`src/design/cmsc_pkg.sv`:
```
// Shared types, constants and helpers for the clock multiplier/shift calculator.
`default_nettype none
package cmsc_pkg;

  localparam int unsigned FREQ_W   = 32;
  localparam int unsigned MULT_W   = 32;
  localparam int unsigned SHIFT_W  = 6;
  localparam int unsigned RES_W    = 24;
  localparam int unsigned DELAY_W  = 8;
  localparam int unsigned TICKS_W  = 30;
  localparam int unsigned DVD_W    = 64;
  localparam int unsigned NUM_PAIRS = 3;

  localparam logic [31:0] NS_PER_SEC = 32'd1000000000;
  localparam logic [SHIFT_W-1:0] SHIFT_MAX = 6'd32;

  localparam logic [DELAY_W-1:0] MAX_DELAY_RST = 8'd10;
  localparam logic [TICKS_W-1:0] TICKS_RST     = 30'd1000000;

  typedef enum logic {
    CFG_MAX_DELAY = 1'b0,
    CFG_TICKS     = 1'b1
  } cfg_idx_t;

  typedef enum logic [1:0] {
    PAIR_CYC_TO_NS  = 2'd0,
    PAIR_NS_TO_CYC  = 2'd1,
    PAIR_NS_TO_TICK = 2'd2
  } pair_t;

  typedef enum logic [2:0] {
    ST_IDLE,
    ST_PAIR_INIT,
    ST_DIV_LOAD,
    ST_DIV_RUN,
    ST_CHECK,
    ST_DONE
  } state_t;

  typedef struct packed {
    logic load;
    logic pair_init;
    logic div_load;
    logic div_step;
    logic commit;
    logic next_pair;
    logic dec_shift;
    logic out_load;
  } cmd_t;

  typedef struct packed {
    logic freq_zero;
    logic div_last;
    logic fit;
    logic shift_one;
    logic pair_last;
  } sts_t;

  // Resolution in ns for the largest power of ten divisor not above freq.
  function automatic logic [RES_W-1:0] res_lookup(input logic [FREQ_W-1:0] freq);
    logic [RES_W-1:0] r;
    r = '0;
    priority if (freq >= 32'd1000000000) r = 24'd1;
    else if (freq >= 32'd100000000) r = 24'd10;
    else if (freq >= 32'd10000000)  r = 24'd100;
    else if (freq >= 32'd1000000)   r = 24'd1000;
    else if (freq >= 32'd100000)    r = 24'd10000;
    else if (freq >= 32'd10000)     r = 24'd100000;
    else if (freq >= 32'd1000)      r = 24'd1000000;
    else if (freq >= 32'd100)       r = 24'd10000000;
    else                            r = '0;
    return r;
  endfunction

endpackage
`default_nettype wire

```
`src/design/clock_mult_shift_calculator.sv`:
```
// A zero frequency goes from pair init straight to the done state; otherwise each pair
//   tries shifts from 32 down, 3 to 96 trials in all, each a divider load, run and check.
// One item at a time, each held in the done state while the last result is still stalled;
//   each trial is a 64-step restoring division on a single shared divider.
// A finished result waits in the output register while the next item is taken.
// Reset (rst_n, synchronous): idle, no result pending, max delay 10 s, 1 MHz ticks.
`default_nettype none
module clock_mult_shift_calculator (
  input  wire logic                          clk,
  input  wire logic                          rst_n,
  input  wire logic                          in_valid,
  output logic                               in_stall,
  input  wire logic [cmsc_pkg::FREQ_W-1:0]   in_clock_freq,
  output logic                               out_valid,
  input  wire logic                          out_stall,
  output logic [cmsc_pkg::MULT_W-1:0]        out_mult_cyc_to_ns,
  output logic [cmsc_pkg::SHIFT_W-1:0]       out_shift_cyc_to_ns,
  output logic [cmsc_pkg::MULT_W-1:0]        out_mult_ns_to_cyc,
  output logic [cmsc_pkg::SHIFT_W-1:0]       out_shift_ns_to_cyc,
  output logic [cmsc_pkg::MULT_W-1:0]        out_mult_ns_to_ticks,
  output logic [cmsc_pkg::SHIFT_W-1:0]       out_shift_ns_to_ticks,
  output logic [cmsc_pkg::RES_W-1:0]         out_res_nanoseconds,
  output logic                               out_res_whole_second,
  output logic                               out_bad_freq,
  input  wire logic                          cfg_valid,
  output logic                               cfg_ready,
  input  wire logic                          cfg_index,
  input  wire logic [cmsc_pkg::TICKS_W-1:0]  cfg_data
);
  import cmsc_pkg::*;

  logic [DELAY_W-1:0] max_delay_r;
  logic [TICKS_W-1:0] ticks_r;
  cmd_t               cmd;
  sts_t               sts;

  assign cfg_ready = 1'b1;

  always_ff @(posedge clk) begin
    if (!rst_n) begin
      max_delay_r <= MAX_DELAY_RST;
      ticks_r     <= TICKS_RST;
    end else if (cfg_valid && cfg_ready) begin
      unique case (cfg_idx_t'(cfg_index))
        CFG_MAX_DELAY: max_delay_r <= cfg_data[DELAY_W-1:0];
        CFG_TICKS:     ticks_r     <= cfg_data;
        default:       ;
      endcase
    end
  end

  cmsc_ctrl u_ctrl (
    .clk       (clk),
    .rst_n     (rst_n),
    .in_valid  (in_valid),
    .in_stall  (in_stall),
    .out_valid (out_valid),
    .out_stall (out_stall),
    .sts       (sts),
    .cmd       (cmd)
  );

  cmsc_dp u_dp (
    .clk                   (clk),
    .max_delay             (max_delay_r),
    .ticks                 (ticks_r),
    .in_clock_freq         (in_clock_freq),
    .cmd                   (cmd),
    .sts                   (sts),
    .out_mult_cyc_to_ns    (out_mult_cyc_to_ns),
    .out_shift_cyc_to_ns   (out_shift_cyc_to_ns),
    .out_mult_ns_to_cyc    (out_mult_ns_to_cyc),
    .out_shift_ns_to_cyc   (out_shift_ns_to_cyc),
    .out_mult_ns_to_ticks  (out_mult_ns_to_ticks),
    .out_shift_ns_to_ticks (out_shift_ns_to_ticks),
    .out_res_nanoseconds   (out_res_nanoseconds),
    .out_res_whole_second  (out_res_whole_second),
    .out_bad_freq          (out_bad_freq)
  );

endmodule
`default_nettype wire

```
`src/design/cmsc_ctrl.sv`:
```
// Sequencer for the shift search: one trial division at a time, three pairs.
`default_nettype none
module cmsc_ctrl (
  input  wire logic          clk,
  input  wire logic          rst_n,
  input  wire logic          in_valid,
  output logic               in_stall,
  output logic               out_valid,
  input  wire logic          out_stall,
  input  wire cmsc_pkg::sts_t sts,
  output cmsc_pkg::cmd_t     cmd
);
  import cmsc_pkg::*;

  state_t state_r, state_nxt;
  logic   out_valid_r, out_valid_nxt;

  always_ff @(posedge clk) begin
    if (!rst_n) begin
      state_r     <= ST_IDLE;
      out_valid_r <= 1'b0;
    end else begin
      state_r     <= state_nxt;
      out_valid_r <= out_valid_nxt;
    end
  end

  always_comb begin
    state_nxt     = state_r;
    cmd           = '0;
    in_stall      = 1'b1;
    out_valid_nxt = out_valid_r & out_stall;
    unique case (state_r)
      ST_IDLE: begin
        in_stall = 1'b0;
        if (in_valid) begin
          cmd.load  = 1'b1;
          state_nxt = ST_PAIR_INIT;
        end
      end
      ST_PAIR_INIT: begin
        if (sts.freq_zero) begin
          state_nxt = ST_DONE;
        end else begin
          cmd.pair_init = 1'b1;
          state_nxt     = ST_DIV_LOAD;
        end
      end
      ST_DIV_LOAD: begin
        cmd.div_load = 1'b1;
        state_nxt    = ST_DIV_RUN;
      end
      ST_DIV_RUN: begin
        cmd.div_step = 1'b1;
        if (sts.div_last) state_nxt = ST_CHECK;
      end
      ST_CHECK: begin
        if (sts.fit || sts.shift_one) begin
          cmd.commit = 1'b1;
          if (sts.pair_last) begin
            state_nxt = ST_DONE;
          end else begin
            cmd.next_pair = 1'b1;
            state_nxt     = ST_PAIR_INIT;
          end
        end else begin
          cmd.dec_shift = 1'b1;
          state_nxt     = ST_DIV_LOAD;
        end
      end
      ST_DONE: begin
        if (!(out_valid_r && out_stall)) begin
          cmd.out_load  = 1'b1;
          out_valid_nxt = 1'b1;
          state_nxt     = ST_IDLE;
        end
      end
      default: state_nxt = ST_IDLE;
    endcase
  end

  assign out_valid = out_valid_r;

endmodule
`default_nettype wire

```
`src/design/cmsc_dp.sv`:
```
// Datapath: headroom, bit-serial 64/32 divider, fit test, result registers.
`default_nettype none
module cmsc_dp (
  input  wire logic                              clk,
  input  wire logic [cmsc_pkg::DELAY_W-1:0]      max_delay,
  input  wire logic [cmsc_pkg::TICKS_W-1:0]      ticks,
  input  wire logic [cmsc_pkg::FREQ_W-1:0]       in_clock_freq,
  input  wire cmsc_pkg::cmd_t                    cmd,
  output cmsc_pkg::sts_t                         sts,
  output logic [cmsc_pkg::MULT_W-1:0]            out_mult_cyc_to_ns,
  output logic [cmsc_pkg::SHIFT_W-1:0]           out_shift_cyc_to_ns,
  output logic [cmsc_pkg::MULT_W-1:0]            out_mult_ns_to_cyc,
  output logic [cmsc_pkg::SHIFT_W-1:0]           out_shift_ns_to_cyc,
  output logic [cmsc_pkg::MULT_W-1:0]            out_mult_ns_to_ticks,
  output logic [cmsc_pkg::SHIFT_W-1:0]           out_shift_ns_to_ticks,
  output logic [cmsc_pkg::RES_W-1:0]             out_res_nanoseconds,
  output logic                                   out_res_whole_second,
  output logic                                   out_bad_freq
);
  import cmsc_pkg::*;

  localparam int unsigned CNT_W = $clog2(DVD_W);
  localparam logic [CNT_W-1:0] CNT_LAST = CNT_W'(DVD_W - 1);

  function automatic logic [3:0] bit_len8(input logic [7:0] v);
    logic [3:0] n;
    n = '0;
    for (int i = 0; i < 8; i++) begin
      if (v[i]) n = 4'(i + 1);
    end
    return n;
  endfunction

  logic [FREQ_W-1:0]  freq_r;
  logic [7:0]         hi_cyc_r;
  logic [7:0]         hi_ns_r;
  logic [1:0]         pair_r;
  logic [SHIFT_W-1:0] shift_r;
  logic [SHIFT_W-1:0] acc_r;
  logic [DVD_W-1:0]   dvd_r;
  logic [31:0]        rem_r;
  logic [CNT_W-1:0]   cnt_r;
  logic [MULT_W-1:0]  mult_r  [NUM_PAIRS];
  logic [SHIFT_W-1:0] shres_r [NUM_PAIRS];

  logic [39:0]        prod_cyc;
  logic [37:0]        prod_ns;
  logic [31:0]        num_sel;
  logic [31:0]        den_sel;
  logic [SHIFT_W-1:0] acc_sel;
  logic [DVD_W-1:0]   dvd_init;
  logic [32:0]        rem_sh;
  logic [32:0]        rem_sub;
  logic               ge;
  logic               fit;
  logic [RES_W-1:0]   res_ns;

  assign prod_cyc = 40'(max_delay) * 40'(in_clock_freq);
  assign prod_ns  = 38'(max_delay) * 38'(NS_PER_SEC);

  always_comb begin
    unique case (pair_r)
      PAIR_CYC_TO_NS: begin
        num_sel = NS_PER_SEC;
        den_sel = freq_r;
        acc_sel = SHIFT_MAX - SHIFT_W'(bit_len8(hi_cyc_r));
      end
      PAIR_NS_TO_CYC: begin
        num_sel = freq_r;
        den_sel = NS_PER_SEC;
        acc_sel = SHIFT_MAX - SHIFT_W'(bit_len8(hi_ns_r));
      end
      default: begin
        num_sel = 32'(ticks);
        den_sel = NS_PER_SEC;
        acc_sel = SHIFT_MAX - SHIFT_W'(bit_len8(hi_ns_r));
      end
    endcase
  end

  assign dvd_init = (DVD_W'(num_sel) << shift_r) + DVD_W'(den_sel >> 1);
  assign rem_sh   = {rem_r, dvd_r[DVD_W-1]};
  assign ge       = rem_sh >= {1'b0, den_sel};
  assign rem_sub  = rem_sh - {1'b0, den_sel};
  assign fit      = (dvd_r >> acc_r) == '0;

  always_ff @(posedge clk) begin
    if (cmd.load) begin
      freq_r   <= in_clock_freq;
      hi_cyc_r <= prod_cyc[39:32];
      hi_ns_r  <= {2'b00, prod_ns[37:32]};
      pair_r   <= PAIR_CYC_TO_NS;
    end
    if (cmd.pair_init) begin
      shift_r <= SHIFT_MAX;
      acc_r   <= acc_sel;
    end
    if (cmd.dec_shift) shift_r <= shift_r - 1'b1;
    if (cmd.next_pair) pair_r <= pair_r + 1'b1;
    if (cmd.div_load) begin
      dvd_r <= dvd_init;
      rem_r <= '0;
      cnt_r <= '0;
    end
    if (cmd.div_step) begin
      dvd_r <= {dvd_r[DVD_W-2:0], ge};
      rem_r <= ge ? rem_sub[31:0] : rem_sh[31:0];
      cnt_r <= cnt_r + 1'b1;
    end
    if (cmd.commit) begin
      mult_r[pair_r]  <= dvd_r[MULT_W-1:0];
      shres_r[pair_r] <= fit ? shift_r : '0;
    end
  end

  assign res_ns = res_lookup(freq_r);

  always_ff @(posedge clk) begin
    if (cmd.out_load) begin
      if (freq_r == '0) begin
        out_mult_cyc_to_ns    <= '0;
        out_shift_cyc_to_ns   <= '0;
        out_mult_ns_to_cyc    <= '0;
        out_shift_ns_to_cyc   <= '0;
        out_mult_ns_to_ticks  <= '0;
        out_shift_ns_to_ticks <= '0;
        out_res_nanoseconds   <= '0;
        out_res_whole_second  <= 1'b0;
        out_bad_freq          <= 1'b1;
      end else begin
        out_mult_cyc_to_ns    <= mult_r[PAIR_CYC_TO_NS];
        out_shift_cyc_to_ns   <= shres_r[PAIR_CYC_TO_NS];
        out_mult_ns_to_cyc    <= mult_r[PAIR_NS_TO_CYC];
        out_shift_ns_to_cyc   <= shres_r[PAIR_NS_TO_CYC];
        out_mult_ns_to_ticks  <= mult_r[PAIR_NS_TO_TICK];
        out_shift_ns_to_ticks <= shres_r[PAIR_NS_TO_TICK];
        out_res_nanoseconds   <= res_ns;
        out_res_whole_second  <= res_ns == '0;
        out_bad_freq          <= 1'b0;
      end
    end
  end

  assign sts.freq_zero = freq_r == '0;
  assign sts.div_last  = cnt_r == CNT_LAST;
  assign sts.fit       = fit;
  assign sts.shift_one = shift_r == SHIFT_W'(1);
  assign sts.pair_last = pair_r == PAIR_NS_TO_TICK;

endmodule
`default_nettype wire

```
`config.mk`:
```
export PLATFORM = sky130hd
export DESIGN_NAME = clock_mult_shift_calculator
export DESIGN_NICKNAME = d
export VERILOG_FILES = /design/src/design/cmsc_pkg.sv /design/src/design/clock_mult_shift_calculator.sv /design/src/design/cmsc_ctrl.sv /design/src/design/cmsc_dp.sv
export SDC_FILE = /design/constraint.sdc
export NUM_CORES = 2
export LEC_CHECK = 0
export BUFFER_PORTS_ARGS = -buffer_cell sky130_fd_sc_hd__buf_2
export CAP_MARGIN = 20
export CELL_PAD_IN_SITES_DETAIL_PLACEMENT = 0
export CELL_PAD_IN_SITES_GLOBAL_PLACEMENT = 2
export CORE_UTILIZATION = 44
export CTS_CLUSTER_DIAMETER = 60
export DETAILED_ROUTE_END_ITERATION = 6
export GPL_TIMING_DRIVEN = 0
export HOLD_SLACK_MARGIN = 0.02
export PLACE_DENSITY_LB_ADDON = 0.08
export RECOVER_POWER = 50
export SLEW_MARGIN = 20
export SYNTH_ARGS = -nofsm -noshare
export SYNTH_HDL_FRONTEND = slang
export SYNTH_SLANG_ARGS = --single-unit
```
`constraint.sdc`:
```
create_clock -name clk -period 18.4 [get_ports clk]
set_input_delay 1.84 -clock clk [delete_from_list [all_inputs] [get_ports clk]]
set_output_delay 1.84 -clock clk [all_outputs]
set_load 0.1 [all_outputs]
```
Word level (Yosys, flattened, before mapping)
Memory sizes are Yosys's and may differ from the RTL's. A register that Yosys moved wholly into a read port is not among the register bits.
Cells that the tools add are included.
Operators by class
  equal/unequal tests: 12
  muxes and demuxes: 65
  add/sub/neg operators: 8
  reduce and logical (&&, ||, !) cells: 14
  bitwise logic cells: 2
  multiply operators: 2
  shift operators: 2
  order comparisons: 9
Operators with widths (count)
  24-bit two-way mux: 8
  32-bit two-way mux: 4
  64-bit two-way mux: 2
  64-bit by 31-bit adder with 64-bit output: 1
  64-bit zero test: 1
  32-bit case mux with 2 select lines: 1
  32-bit by 6-bit left shift with 64-bit output: 1
  64-bit by 6-bit >> shifter with 64-bit output: 1
  3-bit two-way mux: 14
  8-bit by 32-bit multiplier with 40-bit output: 1
  33-bit by 32-bit greater-or-equal comparator with 1-bit output: 1
  32-bit by 10-bit greater-or-equal comparator with 1-bit output, second input constant: 1
  32-bit by 14-bit greater-or-equal comparator with 1-bit output, second input constant: 1
  32-bit by 17-bit greater-or-equal comparator with 1-bit output, second input constant: 1
  32-bit by 20-bit greater-or-equal comparator with 1-bit output, second input constant: 1
  32-bit by 24-bit greater-or-equal comparator with 1-bit output, second input constant: 1
  32-bit by 27-bit greater-or-equal comparator with 1-bit output, second input constant: 1
  32-bit by 30-bit greater-or-equal comparator with 1-bit output, second input constant: 1
  32-bit by 7-bit greater-or-equal comparator with 1-bit output, second input constant: 1
  32-bit zero test: 1
  32-bit subtractor: 1
  6-bit two-way mux: 5
  8-bit by 21-bit multiplier with 29-bit output, second input constant: 1
  24-bit zero test: 1
  27 further kinds: 62
Storage, ports and cells
  flip-flop bits (word level): 230
  output and inout port bits: 143
  memories: 2
  logic and storage cells: 132
  input port bits: 68
  RAM bits: 114
Memory list
  u_dp.mult_r: words 3, width 32, read ports 3, clocked after memory_dff 3, write ports 1, line cmsc_dp.sv:43  | logic [MULT_W-1:0] mult_r [NUM_PAIRS];
  u_dp.shres_r: words 3, width 6, read ports 3, clocked after memory_dff 3, write ports 1, line cmsc_dp.sv:44  | logic [SHIFT_W-1:0] shres_r [NUM_PAIRS];

Longest topological paths before layout
  word-level depth: 11
  depth in mapped cells: 27
  depth with buffers taken out: 21

By module
Synthesis repeated with hierarchy kept, for this count alone.
Second synthesis, totals
  cell total of the unflattened synthesis: 3661
  area total of the unflattened synthesis: 36688.9 µm²
Modules (own cells, without submodules)
  cmsc_dp: times used 1, seq. area each 12251.8 µm², area each 34845.9 µm², cells an instance 3449
  clock_mult_shift_calculator: times used 1, seq. area each 760.7 µm², area each 1495.2 µm², cells an instance 168
  cmsc_ctrl: times used 1, seq. area each 80.1 µm², area each 347.8 µm², cells an instance 44

Worst setup path after synthesis
No wires, ideal clock.
  path type: input port to flip-flop
  start: input port out_stall
  end: register u_dp.out_mult_cyc_to_ns, in the netlist out_mult_cyc_to_ns[0], read port of u_dp.mult_r (enable)
  setup slack: 9.681 ns
  cell stages on the path: 1
  setup time: 0.666 ns
  data required time: 17.734 ns
  data arrival time: 8.053 ns
  buffers on the path: 0
  cells stage by stage: a21oi_1
Between the ends
  word-level cells in the longest chain between the ends: 3
RTL lines
  start, declared: line clock_mult_shift_calculator.sv:15  | input wire logic out_stall,
  1-bit logical AND: line cmsc_ctrl.sv:72  | if (!(out_valid_r && out_stall)) begin
  1-bit two-way mux: line cmsc_ctrl.sv:72
  1-bit two-way mux: line cmsc_ctrl.sv:33  | unique case (state_r)
  end, declared: line cmsc_dp.sv:10  | output logic [cmsc_pkg::MULT_W-1:0] out_mult_cyc_to_ns,
Every way passes these cells.
A chain may end at the register's enable or synchronous reset.

Final worst setup path
  start: register u_dp.shift_r[0]
  end: register u_dp.dvd_r[59] (data pin)
Between the ends
  word-level cells in the longest chain between the ends: 4
RTL lines
  start, declared: line cmsc_dp.sv:38  | logic [SHIFT_W-1:0] shift_r;
  start signal, assigned: line cmsc_dp.sv:98  | if (cmd.dec_shift) shift_r <= shift_r - 1'b1;
  32-bit by 6-bit left shift with 64-bit output: line cmsc_dp.sv:81  | assign dvd_init = (DVD_W'(num_sel) << shift_r) + DVD_W'(den_sel >> 1);
  64-bit by 31-bit adder with 64-bit output: line cmsc_dp.sv:81
  64-bit two-way mux: line cmsc_dp.sv:100  | if (cmd.div_load) begin
  64-bit two-way mux: line cmsc_dp.sv:105  | if (cmd.div_step) begin
  end signal, assigned: line cmsc_dp.sv:101  | dvd_r <= dvd_init;
  end signal, assigned: line cmsc_dp.sv:106  | dvd_r <= {dvd_r[DVD_W-2:0], ge};
  end, declared: line cmsc_dp.sv:40  | logic [DVD_W-1:0] dvd_r;
Every way passes these cells. The select of a mux whose other input is x is not followed.

==> results by group <==
Setup path
  – Sequence of cells on the critical path: buf_2 > clkbuf_1 > buf_1 > buf_2 > buf_2 > buf_1 > mux2i_1 > mux2_2 > o21ai_0 > nor2_1 > ha_1 > and3_1 > nand2_1 > a2111oi_0 > nor3_1 > nor3_1 > nand2_1 > nor4_4 > nor4b_2 > xor2_1 > a21oi_1
  – Most used cell, CP: buf_2
  – WS Path Type: reg -> reg
  – Bufs and invs on worst path: 6
  – Type of origin of the critical path: register
  – Worst setup EP type: register
  – Critical path's top delay family: buffers and inverters
  – Critical Path RT: 18.75 ns
  – Critical path data arrival time: 8.42 ns
  – Reg2reg setup slack: 10.33 ns
  – CP max FO: 10
  – CP max stage delay: 0.85 ns
  – CP max stage cell: a2111oi_0

Synthesis
  – Top post-synthesis cells by area: edfxtp_1, fa_1, ha_1, and2_1, nand2_1
  – Post-synth top area cell: edfxtp_1
  – Asr flop ratio synth: 0%
  – Synth Flop Type: edfxtp_1
  – Yosys reg bits: 450
  – Synth Cell Area: 37,300 µm²
  – Sequential area share after synthesis: 35.1%
  – Yosys warnings: 0
  – Syn avg cell area: 9.92 µm²
  – Mapped Cells: 3,756
  – Top-area cell type share of the netlist area: 32.9%
  – Yosys cell types: 98
  – Post-synth EDFFs: 408

Placed design
  – Port Buf Inserts: 206
  – Hpwl dp: 104,000 µm
  – Dpl cell area: 40,100 µm²
  – GP Congestion: 0.998

Timing
  – RSZ-0062 raised after global routing: no
  – Tmin final: 8.07 ns
  – Total negative setup slack: 0 ns
  – Tcrit/Tclk final: 43.9%
  – Worst-Margin Slew: 3.06 ns
  – Rel. slew slack: -104%
  – FMAX: 124 MHz
  – Final Hold Fails: 0
  – Final Setup Violations: 0
  – Clock skew: 0.0559 ns
  – Max-slew violations: 76

Detailed routing
  – Vias per cell: 5.77
  – Final ANT Viol Nets: 0
  – Vias: 30,100
  – Wire per inst: 25.0 µm
  – DRT iter0 DRCs: 2,199
  – Detailed Routing Iterations Pass 1: 6
  – DRC: 0
  – Final WL: 131,000 µm

Clocking
  – Clock Tree Buf Depth: 3
  – CTS tree: built
  – PostCTS Resize Cnt: 0
  – Sink Count: 450
  – H-tree levels: 2
  – Hold_buf cts: 0
  – Root Buffer: clkbuf_16
  – Cts bufs inserted: 57
  – Worst skew pair latency: 0.66 ns
  – Setup bufs post-CTS: 0
  – Clock-pin slew on the worst setup and hold paths: 0.06 ns

GRT
  – Initial antenna violation count: 0
  – Largest net degree at the start of global routing: 48
  – Gr ovfl total: 0
  – GRT Total Usage: 30.5%
  – First-pass GRT wire length: 196,000 µm
  – Number of global-route vias before repair: 30,200

Die
  – Die area: 85,800 µm²
  – Initial Util: 44.5%
  – Row count: 106
  – Die Span Y: 293 µm
  – Die Wd: 293 µm
  – Core box area: 83,700 µm²
  – IO Count: 211

Flow run
  – # Max-Cap Violations: 2

Power and ir drop
  – VDD IR-drop max: 0.0722 mV
  – Leak pwr: 0.0170 µW
  – PD cells: 82.7 nW/µm²

Status
  – Result of the run: finished with violations
  – Failing checks: max-capacitance violations, max-slew violations

Final layout
  – Final Cell Area: 41,700 µm²
  – Nets@finish: 4,526
  – Register area: 13,100 µm²
  – Fraction of layout cells with a size suffix above 1: 9.54%
  – Ant diodes: 0
  – FILL cells: 7,979
  – Area delta synth->final: 11.8%
  – Area occupied by multi-input gates: 22,100 µm²

Min path
  – Min-delay worst type: reg -> reg
## synthesized netlist by cell type (all sizes together), types with 46 or more instances
library cell / n
a21oi: 197
o21ai: 128
nand3: 64
clkbuf: 143
a21o: 46
inv: 335
nand2: 339
nor2: 258
nor3: 76
and2: 347
edfxtp: 408
ha: 191
mux2i: 105
fa: 228
buf: 64
nand2b: 46
a211oi: 52
xnor2: 56
## state kept, by name, summed over array words and instances (netlist names), 30 cells and up
name / count
u_dp.dvd_r: 64
u_dp.mult_r: 96
out_mult_cyc_to_ns: 32
u_dp.freq_r: 32
out_mult_ns_to_cyc: 32
u_dp.rem_r: 32
out_mult_ns_to_ticks: 32
ticks_r: 30
## cells in the final DEF (no fill, tap or decap), drive strengths merged, types with 24 or more instances in the layout
cell	Yosys	routed
a21o	46	46
mux2	24	24
nor2	258	258
ha	191	191
dfxtp	42	42
nor3	76	76
clkbuf	143	300
nand2	339	339
edfxtp	408	408
a32oi	36	36
fa	228	228
xnor2	56	56
inv	335	347
mux2i	105	105
buf	64	196
mux4	43	43
nand3	64	64
o21ai	128	128
a21boi	39	39
nor2b	30	30
xor2	45	45
nand2b	46	46
a21oi	197	197
a211oi	52	52
and2	347	347
## area by class of cell
| cell class | instances | area share [%] |
|---|---|---|
| sequential | 450 | 31.4 |
| clock buffer | 67 | 3.51 |
| multi-input combinational | 2764 | 53.0 |
| inverter | 337 | 3.04 |
| clock inverter | 39 | 0.994 |
| tap | 1134 | 3.41 |
| buffer | 207 | 2.13 |
| timing repair buffer | 222 | 2.54 |
## kinds of logic (layout without fill, tap and decap cells)
family | after synthesis | in the layout | share of synthesized area, %
DFF | 450 | 450 | 35.1
adders and majority gates | 419 | 419 | 18.7
muxes | 172 | 172 | 6.15
AOI/OAI and AO/OA | 767 | 767 | 14.0
buffers and inverters | 544 | 872 | 5.78
xor gates and xnor gates | 101 | 101 | 2.37
other | 2 | 4 | 0.0202
and+or+nand+nor | 1301 | 1301 | 17.8
## per-layer routing
layer | GRT usage [%] | vias up | routed length (µm)
met1 | 38.8 | 14800 | 53800
met2 | 52.2 | 1155 | 63300
met4 | 13.2 | 0 | 6350
met5 | 0 | - | 0
met3 | 3.91 | 325 | 7060
li1 | - | 13800 | -
## stage by stage
step                std cells  util (%)  total power, µW  worst slack (ns)  hold slack, ns
floorplan                3758         -             2000              9.68           0.433
global placement         5098      47.5             2360              7.03           0.442
detailed placement       5113      48.0             2360             10.54           0.457
CTS                      5219      50.2             3460             10.45           0.467
global route             5220      49.8             3630             10.08           0.485
finish                   5220      49.8             3440             10.33           0.465
## report_power, final
group	internal (µW)	leakage, µW	total, µW	switching (µW)
Clock	626	0.000903	1100	471
Sequential	1170	0.00415	1240	63.6
Combinational	413	0.0120	1110	695
## worst register-to-register path, cell delays in order (launching register included)
cell and delay (ns):
edfxtp_1 0.37, buf_2 0.27, clkbuf_1 0.42, buf_1 0.59, buf_2 0.45, buf_2 0.34
buf_1 0.58, mux2i_1 0.34, mux2_2 0.36, o21ai_0 0.35, nor2_1 0.09, ha_1 0.40
and3_1 0.32, nand2_1 0.08, a2111oi_0 0.85, nor3_1 0.15, nor3_1 0.39, nand2_1 0.34
nor4_4 0.50, nor4b_2 0.31, xor2_1 0.17, a21oi_1 0.08
## worst paths after layout
path,startpoint,end,cells after the start
setup reg to reg,u_dp.shift_r[0],u_dp.dvd_r[59],21
hold / removal,ticks_r[12],ticks_r[12],2
setup / recovery,u_dp.shift_r[0],u_dp.dvd_r[59],21
hold reg to reg,ticks_r[12],ticks_r[12],2
(Power assumes the default switching activity.)
